### src/sv/ffha_pkg.sv
// Shared types, constants and codes for the first-fit heap allocator.
package ffha_pkg;

  localparam int MAX_BLOCKS_DEF   = 64;
  localparam int HEADER_BYTES_DEF = 4;

  localparam int ADDR_W      = 32;
  localparam int SIZE_W      = 30;
  localparam int CFG_INDEX_W = 1;
  localparam int CFG_DATA_W  = 32;

  localparam logic [ADDR_W-1:0] HEAP_BASE_RST     = 32'd0;
  localparam logic [ADDR_W-1:0] HEAP_CAPACITY_RST = 32'd65536;

  localparam logic [CFG_INDEX_W-1:0] CFG_HEAP_BASE     = 1'b0;
  localparam logic [CFG_INDEX_W-1:0] CFG_HEAP_CAPACITY = 1'b1;

  typedef enum logic {
    OP_ALLOC   = 1'b0,
    OP_RELEASE = 1'b1
  } opcode_t;

  typedef enum logic [1:0] {
    ST_OK      = 2'd0,
    ST_NOMEM   = 2'd1,
    ST_FULL    = 2'd2,
    ST_UNKNOWN = 2'd3
  } status_t;

  typedef enum logic [1:0] {
    S_IDLE,
    S_WALK,
    S_SEND
  } state_t;

  typedef struct packed {
    logic start;
    logic walk;
    logic commit;
    logic send;
  } ctrl_cmd_t;

  typedef struct packed {
    logic hit;
    logic walk_done;
    logic out_free;
  } ctrl_sts_t;

endpackage

### src/sv/ffha_if.sv
// Request and response channel interfaces of the heap allocator.
interface ffha_req_if;
  logic                                valid;
  logic                                ready;
  ffha_pkg::opcode_t                   opcode;
  logic [ffha_pkg::SIZE_W-1:0]         request_size;
  logic [ffha_pkg::ADDR_W-1:0]         release_address;

  modport source (output valid, output opcode, output request_size,
                  output release_address, input ready);
  modport sink (input valid, input opcode, input request_size,
                input release_address, output ready);
endinterface

interface ffha_rsp_if;
  logic                                valid;
  logic                                ready;
  logic [ffha_pkg::ADDR_W-1:0]         data_address;
  ffha_pkg::status_t                   status;
  logic [ffha_pkg::ADDR_W-1:0]         used_bytes;

  modport source (output valid, output data_address, output status,
                  output used_bytes, input ready);
  modport sink (input valid, input data_address, input status,
                input used_bytes, output ready);
endinterface

### src/sv/ffha_ram.sv
// Generic single-write, single-read RAM with registered read data.
module ffha_ram #(
  parameter int WIDTH = 8,
  parameter int DEPTH = 16
) (
  input  logic                     clk,
  input  logic                     we,
  input  logic [$clog2(DEPTH)-1:0] waddr,
  input  logic [WIDTH-1:0]         wdata,
  input  logic [$clog2(DEPTH)-1:0] raddr,
  output logic [WIDTH-1:0]         rdata
);

  logic [WIDTH-1:0] mem [DEPTH];

  always_ff @(posedge clk) begin
    if (we) begin
      mem[waddr] <= wdata;
    end
    rdata <= mem[raddr];
  end

endmodule

### src/sv/ffha_datapath.sv
// Datapath: block table, heap registers, walk counters and result registers.
module ffha_datapath #(
  parameter int MAX_BLOCKS   = ffha_pkg::MAX_BLOCKS_DEF,
  parameter int HEADER_BYTES = ffha_pkg::HEADER_BYTES_DEF
) (
  input  logic                               clk,
  input  logic                               rst,
  input  logic                               cfg_we,
  input  logic [ffha_pkg::CFG_INDEX_W-1:0]   cfg_index,
  input  logic [ffha_pkg::CFG_DATA_W-1:0]    cfg_data,
  input  ffha_pkg::opcode_t                  req_opcode,
  input  logic [ffha_pkg::SIZE_W-1:0]        req_size,
  input  logic [ffha_pkg::ADDR_W-1:0]        req_address,
  input  logic                               rsp_ready,
  output logic                               rsp_valid,
  output logic [ffha_pkg::ADDR_W-1:0]        rsp_data_address,
  output ffha_pkg::status_t                  rsp_status,
  output logic [ffha_pkg::ADDR_W-1:0]        rsp_used_bytes,
  input  ffha_pkg::ctrl_cmd_t                cmd,
  output ffha_pkg::ctrl_sts_t                sts
);

  localparam int IDX_W   = $clog2(MAX_BLOCKS);
  localparam int CNT_W   = $clog2(MAX_BLOCKS + 1);
  localparam int AW      = ffha_pkg::ADDR_W;
  localparam int SW      = ffha_pkg::SIZE_W;
  localparam int ENTRY_W = SW + 1;
  localparam logic [AW-1:0]    HDR     = AW'(HEADER_BYTES);
  localparam logic [CNT_W-1:0] MAX_CNT = CNT_W'(MAX_BLOCKS);
  localparam logic [CNT_W-1:0] ONE_CNT = CNT_W'(1);

  logic [AW-1:0]       heap_base;
  logic [AW-1:0]       heap_capacity;
  logic [AW-1:0]       heap_top;
  logic [CNT_W-1:0]    block_count;
  ffha_pkg::opcode_t   op_q;
  logic [SW-1:0]       size_q;
  logic [AW-1:0]       addr_q;
  logic [CNT_W-1:0]    rd_idx;
  logic                ev_valid;
  logic [IDX_W-1:0]    ev_idx;
  logic [AW-1:0]       hdr;
  logic [AW-1:0]       res_addr;
  ffha_pkg::status_t   res_status;
  logic [AW-1:0]       res_used;

  logic                ram_we;
  logic [IDX_W-1:0]    ram_waddr;
  logic [ENTRY_W-1:0]  ram_wdata;
  logic [ENTRY_W-1:0]  ram_rdata;
  logic                q_free;
  logic [SW-1:0]       q_bytes;
  logic [AW-1:0]       blk_addr;
  logic                match;
  logic                hit;
  logic [AW+1:0]       new_end;
  logic                table_full;
  logic                no_mem;
  logic                append_ok;

  ffha_ram #(
    .WIDTH (ENTRY_W),
    .DEPTH (MAX_BLOCKS)
  ) u_table (
    .clk   (clk),
    .we    (ram_we),
    .waddr (ram_waddr),
    .wdata (ram_wdata),
    .raddr (rd_idx[IDX_W-1:0]),
    .rdata (ram_rdata)
  );

  assign q_free   = ram_rdata[SW];
  assign q_bytes  = ram_rdata[SW-1:0];
  assign blk_addr = heap_base + hdr + HDR;

  always_comb begin
    if (op_q == ffha_pkg::OP_ALLOC) begin
      match = q_free && (q_bytes >= size_q);
    end else begin
      match = (blk_addr == addr_q);
    end
  end

  assign hit        = ev_valid && match;
  assign new_end    = {2'b00, heap_top} + {2'b00, HDR} + {4'b0000, size_q};
  assign table_full = (block_count >= MAX_CNT);
  assign no_mem     = (new_end > {2'b00, heap_capacity});
  assign append_ok  = cmd.commit && !hit && (op_q == ffha_pkg::OP_ALLOC)
                      && !table_full && !no_mem;

  assign sts.hit       = hit;
  assign sts.walk_done = !ev_valid && (rd_idx >= block_count);
  assign sts.out_free  = !rsp_valid || rsp_ready;

  always_comb begin
    ram_we    = cmd.commit && (hit || append_ok);
    ram_waddr = hit ? ev_idx : block_count[IDX_W-1:0];
    ram_wdata = hit ? {op_q == ffha_pkg::OP_RELEASE, q_bytes} : {1'b0, size_q};
  end

  always_ff @(posedge clk) begin
    if (rst) begin
      heap_base     <= ffha_pkg::HEAP_BASE_RST;
      heap_capacity <= ffha_pkg::HEAP_CAPACITY_RST;
    end else if (cfg_we) begin
      case (cfg_index)
        ffha_pkg::CFG_HEAP_BASE:     heap_base <= cfg_data;
        ffha_pkg::CFG_HEAP_CAPACITY: heap_capacity <= cfg_data;
        default: begin
        end
      endcase
    end
  end

  always_ff @(posedge clk) begin
    if (rst) begin
      heap_top    <= HDR;
      block_count <= ONE_CNT;
    end else if (append_ok) begin
      heap_top    <= new_end[AW-1:0];
      block_count <= block_count + ONE_CNT;
    end
  end

  always_ff @(posedge clk) begin
    if (cmd.start) begin
      op_q   <= req_opcode;
      size_q <= req_size;
      addr_q <= req_address;
    end
  end

  always_ff @(posedge clk) begin
    if (rst) begin
      ev_valid <= 1'b0;
      rd_idx   <= ONE_CNT;
    end else if (cmd.start) begin
      ev_valid <= 1'b0;
      rd_idx   <= ONE_CNT;
    end else if (cmd.walk) begin
      ev_valid <= (rd_idx < block_count);
      if (rd_idx < block_count) begin
        rd_idx <= rd_idx + ONE_CNT;
      end
    end
  end

  always_ff @(posedge clk) begin
    if (cmd.start) begin
      hdr <= HDR;
    end else if (cmd.walk && ev_valid && !match) begin
      hdr <= hdr + HDR + {2'b00, q_bytes};
    end
    if (cmd.walk) begin
      ev_idx <= rd_idx[IDX_W-1:0];
    end
  end

  always_ff @(posedge clk) begin
    if (cmd.commit) begin
      res_used <= append_ok ? new_end[AW-1:0] : heap_top;
      if (hit) begin
        res_status <= ffha_pkg::ST_OK;
        res_addr   <= (op_q == ffha_pkg::OP_ALLOC) ? blk_addr : '0;
      end else if (op_q == ffha_pkg::OP_RELEASE) begin
        res_status <= ffha_pkg::ST_UNKNOWN;
        res_addr   <= '0;
      end else if (table_full) begin
        res_status <= ffha_pkg::ST_FULL;
        res_addr   <= '0;
      end else if (no_mem) begin
        res_status <= ffha_pkg::ST_NOMEM;
        res_addr   <= '0;
      end else begin
        res_status <= ffha_pkg::ST_OK;
        res_addr   <= heap_base + heap_top + HDR;
      end
    end
  end

  always_ff @(posedge clk) begin
    if (rst) begin
      rsp_valid <= 1'b0;
    end else if (cmd.send) begin
      rsp_valid <= 1'b1;
    end else if (rsp_ready) begin
      rsp_valid <= 1'b0;
    end
  end

  always_ff @(posedge clk) begin
    if (cmd.send) begin
      rsp_data_address <= res_addr;
      rsp_status       <= res_status;
      rsp_used_bytes   <= res_used;
    end
  end

  a_count_range: assert property (@(posedge clk) disable iff (rst)
    (block_count >= ONE_CNT) && (block_count <= MAX_CNT))
    else $error("block count out of range");

  a_count_step: assert property (@(posedge clk) disable iff (rst)
    !$past(rst) && (block_count != $past(block_count))
      |-> (block_count == $past(block_count) + ONE_CNT) && $past(append_ok))
    else $error("block count changed without an append");

  a_eval_index: assert property (@(posedge clk) disable iff (rst)
    ev_valid |-> (ev_idx != '0) && ({1'b0, ev_idx} < {1'b0, block_count}))
    else $error("evaluated entry outside the live table");

  a_top_grows: assert property (@(posedge clk) disable iff (rst)
    !$past(rst) && !$past(append_ok) |-> heap_top == $past(heap_top))
    else $error("heap top moved without an append");

endmodule

### src/sv/ffha_ctrl.sv
// Controller state machine sequencing accept, table walk, commit and send.
module ffha_ctrl (
  input  logic                 clk,
  input  logic                 rst,
  input  logic                 req_valid,
  output logic                 req_ready,
  input  ffha_pkg::ctrl_sts_t  sts,
  output ffha_pkg::ctrl_cmd_t  cmd
);

  ffha_pkg::state_t state;
  ffha_pkg::state_t state_next;

  always_ff @(posedge clk) begin
    if (rst) begin
      state <= ffha_pkg::S_IDLE;
    end else begin
      state <= state_next;
    end
  end

  always_comb begin
    state_next = state;
    req_ready  = 1'b0;
    cmd        = '0;
    case (state)
      ffha_pkg::S_IDLE: begin
        req_ready = 1'b1;
        if (req_valid) begin
          cmd.start  = 1'b1;
          state_next = ffha_pkg::S_WALK;
        end
      end
      ffha_pkg::S_WALK: begin
        cmd.walk = 1'b1;
        if (sts.hit || sts.walk_done) begin
          cmd.commit = 1'b1;
          state_next = ffha_pkg::S_SEND;
        end
      end
      ffha_pkg::S_SEND: begin
        if (sts.out_free) begin
          cmd.send   = 1'b1;
          state_next = ffha_pkg::S_IDLE;
        end
      end
      default: begin
        state_next = ffha_pkg::S_IDLE;
      end
    endcase
  end

  a_commit_once: assert property (@(posedge clk) disable iff (rst)
    cmd.commit |=> !cmd.commit && !req_ready)
    else $error("second commit or early accept after commit");

endmodule

### src/sv/first_fit_heap_allocator_core.sv
// First-fit heap allocator over a block table; accepts allocate and release requests,
// one result per request. Each request walks the block table through the table RAM's
// single read port at one entry per cycle; the walk ends early when an allocate reuses
// a free block or a release finds its block. The table needs no clearing after reset.
// Configuration writes (heap base, heap capacity) take effect at once and belong in
// idle periods. A finished response waits in an output register, so the next request
// is taken while the previous response is still pending.
module first_fit_heap_allocator_core #(
  parameter int MAX_BLOCKS   = ffha_pkg::MAX_BLOCKS_DEF,
  parameter int HEADER_BYTES = ffha_pkg::HEADER_BYTES_DEF
) (
  input  logic                              clk,
  input  logic                              rst,
  input  logic                              cfg_we,
  input  logic [ffha_pkg::CFG_INDEX_W-1:0]  cfg_index,
  input  logic [ffha_pkg::CFG_DATA_W-1:0]   cfg_data,
  ffha_req_if.sink                          req,
  ffha_rsp_if.source                        rsp
);

  ffha_pkg::ctrl_cmd_t cmd;
  ffha_pkg::ctrl_sts_t sts;

  ffha_ctrl u_ctrl (
    .clk       (clk),
    .rst       (rst),
    .req_valid (req.valid),
    .req_ready (req.ready),
    .sts       (sts),
    .cmd       (cmd)
  );

  ffha_datapath #(
    .MAX_BLOCKS   (MAX_BLOCKS),
    .HEADER_BYTES (HEADER_BYTES)
  ) u_datapath (
    .clk              (clk),
    .rst              (rst),
    .cfg_we           (cfg_we),
    .cfg_index        (cfg_index),
    .cfg_data         (cfg_data),
    .req_opcode       (req.opcode),
    .req_size         (req.request_size),
    .req_address      (req.release_address),
    .rsp_ready        (rsp.ready),
    .rsp_valid        (rsp.valid),
    .rsp_data_address (rsp.data_address),
    .rsp_status       (rsp.status),
    .rsp_used_bytes   (rsp.used_bytes),
    .cmd              (cmd),
    .sts              (sts)
  );

endmodule
### src/flat_wrapper.sv
// flat-port wrapper written by rule: the top's interface ports become plain ports
module first_fit_heap_allocator_core_flat 
#(
  parameter int MAX_BLOCKS   = ffha_pkg::MAX_BLOCKS_DEF,
  parameter int HEADER_BYTES = ffha_pkg::HEADER_BYTES_DEF
)
  (clk, rst, cfg_we, cfg_index, cfg_data, req_valid, req_opcode, req_request_size, req_release_address, req_ready, rsp_valid, rsp_data_address, rsp_status, rsp_used_bytes, rsp_ready);
  ffha_req_if req_i ();
  ffha_rsp_if rsp_i ();
  input  logic clk;
  input  logic rst;
  input  logic cfg_we;
  input  logic [ffha_pkg::CFG_INDEX_W-1:0] cfg_index;
  input  logic [ffha_pkg::CFG_DATA_W-1:0] cfg_data;
  input wire logic [$bits(req_i.valid)-1:0] req_valid;
  input wire logic [$bits(req_i.opcode)-1:0] req_opcode;
  input wire logic [$bits(req_i.request_size)-1:0] req_request_size;
  input wire logic [$bits(req_i.release_address)-1:0] req_release_address;
  output wire logic [$bits(req_i.ready)-1:0] req_ready;
  output wire logic [$bits(rsp_i.valid)-1:0] rsp_valid;
  output wire logic [$bits(rsp_i.data_address)-1:0] rsp_data_address;
  output wire logic [$bits(rsp_i.status)-1:0] rsp_status;
  output wire logic [$bits(rsp_i.used_bytes)-1:0] rsp_used_bytes;
  input wire logic [$bits(rsp_i.ready)-1:0] rsp_ready;
  assign req_i.valid = req_valid;
  assign req_i.opcode = req_opcode;
  assign req_i.request_size = req_request_size;
  assign req_i.release_address = req_release_address;
  assign req_ready = req_i.ready;
  assign rsp_valid = rsp_i.valid;
  assign rsp_data_address = rsp_i.data_address;
  assign rsp_status = rsp_i.status;
  assign rsp_used_bytes = rsp_i.used_bytes;
  assign rsp_i.ready = rsp_ready;
  first_fit_heap_allocator_core #(.MAX_BLOCKS(MAX_BLOCKS), .HEADER_BYTES(HEADER_BYTES)) u_core (.clk(clk), .rst(rst), .cfg_we(cfg_we), .cfg_index(cfg_index), .cfg_data(cfg_data), .req(req_i), .rsp(rsp_i));
endmodule
### config.mk
export PLATFORM = sky130hd
export DESIGN_NAME = first_fit_heap_allocator_core_flat
export DESIGN_NICKNAME = d
export VERILOG_FILES = /design/src/sv/ffha_pkg.sv /design/src/sv/ffha_if.sv /design/src/sv/ffha_ram.sv /design/src/sv/ffha_datapath.sv /design/src/sv/ffha_ctrl.sv /design/src/sv/first_fit_heap_allocator_core.sv /design/src/flat_wrapper.sv
export SDC_FILE = /design/constraint.sdc
export NUM_CORES = 2
export LEC_CHECK = 0
export CAP_MARGIN = 20
export CORE_MARGIN = 2
export CORE_UTILIZATION = 55
export CTS_BUF_LIST = sky130_fd_sc_hd__clkbuf_8
export CTS_CLUSTER_DIAMETER = 150
export DETAILED_ROUTE_END_ITERATION = 6
export DONT_BUFFER_PORTS = 1
export PLACE_DENSITY = 0.8
export SYNTH_ARGS = -nofsm -noshare
export SYNTH_HDL_FRONTEND = slang
export SYNTH_SLANG_ARGS = --single-unit
### constraint.sdc
create_clock -name clk -period 24.1 [get_ports clk]
set_input_delay 3.615 -clock clk [delete_from_list [all_inputs] [get_ports clk]]
set_output_delay 3.615 -clock clk [all_outputs]
set_load 0.01 [all_outputs]
==> flow_metrics.env <==
export IMPL_status="finished with violations"
export IMPL_violations="design-rule violations"
export IMPL_critical_path_reg2reg_endpoint="u_core.u_datapath.u_table.mem[60][16]"
export IMPL_syn_avg_cell_area_um2=19.2
export IMPL_top_usage_layer="met2"
export IMPL_gp_congestion=0.955
export IMPL_power_switching_mw=1.75
export IMPL_cts_buffer_depth=4
export IMPL_pwr_share_clk=0.394
export IMPL_drt_wirelength_per_cell_um=30.6
export IMPL_grt_pass1_wl_um=359000
export IMPL_ctsResizeCount=0
export IMPL_die_w_um=428
export IMPL_final_common_cell="edfxtp_1"
export IMPL_rsz0062_at_grt="no"
export IMPL_critPathArrivalTime_ns=9.38
export IMPL_clk_pin_slew_worst_paths_ns=0.06
export IMPL_die_h_um=428
export IMPL_track_usage=0.268
export IMPL_p_leak_nw=36.8
export IMPL_cp_startpoint="u_core.u_datapath.size_q[1]"
export IMPL_power_density_mw_per_mm2=73.1
export IMPL_synth_nets=5576
export IMPL_fin_crit_sh=0.360
export IMPL_setup_tns_ns=0
export IMPL_syn_area_mm2=0.0990
export IMPL_yosys_most_used_dff="edfxtp_1"
export IMPL_cts_hold_buf=0
export IMPL_synthArstFlopShare=0
export IMPL_r2r_slack_ns=15.43
export IMPL_seq_area_frac_synth=0.698
export IMPL_finish_utilization=0.612
export IMPL_vias=52934
export IMPL_min_from="u_core.u_datapath.res_addr[10]"
export IMPL_synthDominantCellAreaShare=0.663
export IMPL_reg2reg_from="u_core.u_datapath.size_q[1]"
export IMPL_slew_headroom=0.238
export IMPL_holdPathStages=0
export IMPL_cp_slowest_cell="a22oi_2"
export IMPL_clock_sinks=2362
export IMPL_clk_latency_ns=1.10
export IMPL_areaGrowthSynthToFinish_pct=10.3
export IMPL_overflow=0
export IMPL_netlist_instances=5157
export IMPL_cts_htree_levels=5
export IMPL_maxCapViolCount=0
export IMPL_pwr_share_seq=0.568
export IMPL_worstSetupEndpointType="flop"
export IMPL_first_pass_iters=7
export IMPL_fmax_mhz=115
export IMPL_vias_per_cell=6.54
export IMPL_yosysWarningCount=0
export IMPL_period_needed_ns=8.67
export IMPL_cts_setup_buffers=0
export IMPL_dieArea_mm2=0.183
export IMPL_start_util=0.554
export IMPL_critPathRequiredTime_ns=24.81
export IMPL_report_final_slew_viol_count=0
export IMPL_layout_drive_gt1_share=0.245
export IMPL_core_area_mm2=0.179
export IMPL_placementRows=155
export IMPL_wirelength_um=248000
export IMPL_synth_distinct_cells=102
export IMPL_ys_ff_latch=2362
export IMPL_finalSetupViolations=0
export IMPL_swShare=0.219
export IMPL_cts_tree="built"
export IMPL_critPathMaxStageDelay_ns=1.02
export IMPL_synth_edf_count=2185
export IMPL_drt_iter0_markers=6953
export IMPL_synth_area_leaders="edfxtp_1 (66%), mux4_2 (15%), ha_1 (4.0%), dfxtp_1 (3.6%), a21oi_1 (0.91%)"
export IMPL_path_delay_family="compound AO/OA/AOI/OAI gates"
export IMPL_cell_internal_pwr_mw=6.24
export IMPL_grtUsageMet3=0.0681
export IMPL_worstPathMaxFanout=18
export IMPL_cts_made_buffers=375
export IMPL_grt_pass1_vias=52538
export IMPL_setup_ws_ns=15.43
export IMPL_critical_path_class="reg -> reg"
export IMPL_io_pins=169
export IMPL_cts_root_buf="clkbuf_8"
export IMPL_final_cell_mix="edfxtp_1 (2185), mux4_2 (651), clkbuf_8 (388)"
export IMPL_hold_violations=0
export IMPL_crit_top_cell="ha_1"
export IMPL_io_buffers=0
export IMPL_r2r_cells=28
export IMPL_tightest_slew_ns=1.14
export IMPL_ant_nets=0
export IMPL_use_met1=0.351
export IMPL_drc=1
export IMPL_skew_ns=0.130
export IMPL_p_comb_frac=0.038
export IMPL_dpl_worst_slack_ns=15.17
export IMPL_antenna_found_initial=44
export IMPL_startpoint_type="flop"
export IMPL_crit_buf_inv=4
export IMPL_grt_util_met2=0.439
export IMPL_place_hpwl_um=160000
export IMPL_min_to="u_core.u_datapath.rsp_data_address[10]"
export IMPL_finalNetCount=5858
export IMPL_hold_path_class="reg -> reg"
export IMPL_synth_top_area_cell="edfxtp_1"
export IMPL_grt_max_degree=158
export IMPL_vdd_drop_max_mv=0.0719
export IMPL_filler_cell_count=11893
-- per-stage QoR --
stage	total power, mW	cell area [µm²]	cells	hold WS [ns]
after floorplan	4.81	99000	5157	0.400
after global placement	4.91	102000	7412	0.402
after detailed placement	4.92	102000	7415	0.405
after CTS	8.03	109000	8076	0.401
after global routing	8.23	109000	8087	0.401
final	7.99	109000	8095	0.400
-- worst max path at each step --
stage                                                  to  slack [ns]  cells past startpoint
finish              u_core.u_datapath.u_table.mem[60][16]       15.43                     28
floorplan             u_core.u_datapath.u_table.mem[0][0]       16.42                     30
detailed placement  u_core.u_datapath.u_table.mem[23][10]       15.17                     26
CTS                  u_core.u_datapath.u_table.mem[31][8]       15.21                     26
global placement    u_core.u_datapath.u_table.mem[21][13]       15.28                     27
global route        u_core.u_datapath.u_table.mem[60][14]       14.79                     29
-- layout make-up --
type                            instances  area, µm²  area share
Timing Repair Buffer                  142       1180      0.0108
Antenna cell                           17       42.5    0.000389
Multi-Input combinational cell       2437      28700       0.262
Clock buffer                          388       5340      0.0489
Tap cell                             2355       2950      0.0270
Sequential cell                      2362      69200       0.633
Inverter                              121        455     0.00417
Clock inverter                        273       1450      0.0133
-- routing by layer --
layer,share of wire,vias to the layer above
met1,0.36,27038
met3,0.11,598
met4,0.036,12
met5,0.00036,-
li1,-,21790
met2,0.49,3496
-- cell families (layout without fill, tap and decap cells) --
group,after synthesis,after routing,synth area share
compound gates,601,601,0.0409
xor+xnor,147,147,0.0145
fa+ha+maj,318,318,0.0405
buf+inv,358,924,0.0156
flops,2362,2362,0.698
mux,747,747,0.159
other cells,0,17,0
simple gates,624,624,0.0316
-- cells in the mapped netlist (65+ instances only) --
master       n
a21oi_1    181
edfxtp_1  2185
a21o_1      75
nand2_1    241
mux4_2     651
o21ai_0     66
xnor2_1     86
nor2_1      97
clkbuf_1   136
dfxtp_1    177
a22oi_1     65
ha_1       314
inv_1      121
-- state kept, by name (all words and copies together) (netlist names) --
signal,count
u_core.u_datapath.res_used,32
u_core.u_datapath.addr_q,32
u_core.u_datapath.rsp_used_bytes,32
u_core.u_datapath.rsp_status,2
u_core.u_datapath.res_addr,32
u_core.u_datapath.u_table.mem,1984
u_core.u_ctrl.state,2
u_core.u_datapath.heap_capacity,32
u_core.u_datapath.ev_idx,6
u_core.u_datapath.res_status,2
u_core.u_datapath.hdr,32
u_core.u_datapath.rd_idx,7
u_core.u_datapath.heap_base,32
u_core.u_datapath.heap_top,32
u_core.u_datapath.ev_valid,1
u_core.u_datapath.rsp_valid,1
u_core.u_datapath.size_q,30
u_core.u_datapath.block_count,7
u_core.u_datapath.rsp_data_address,32
u_core.u_datapath.op_q,1
u_core.u_datapath.u_table.rdata,31
-- power by group through the flow --
stage / registers, mW / logic, mW / clock network, mW
after floorplan: 4.62 / 0.191 / 0
after global placement: 4.63 / 0.289 / 0
after detailed placement: 4.63 / 0.299 / 0
after CTS: 4.54 / 0.300 / 3.18
after global routing: 4.54 / 0.326 / 3.36
final: 4.54 / 0.303 / 3.14
(Power assumes the default switching activity.)
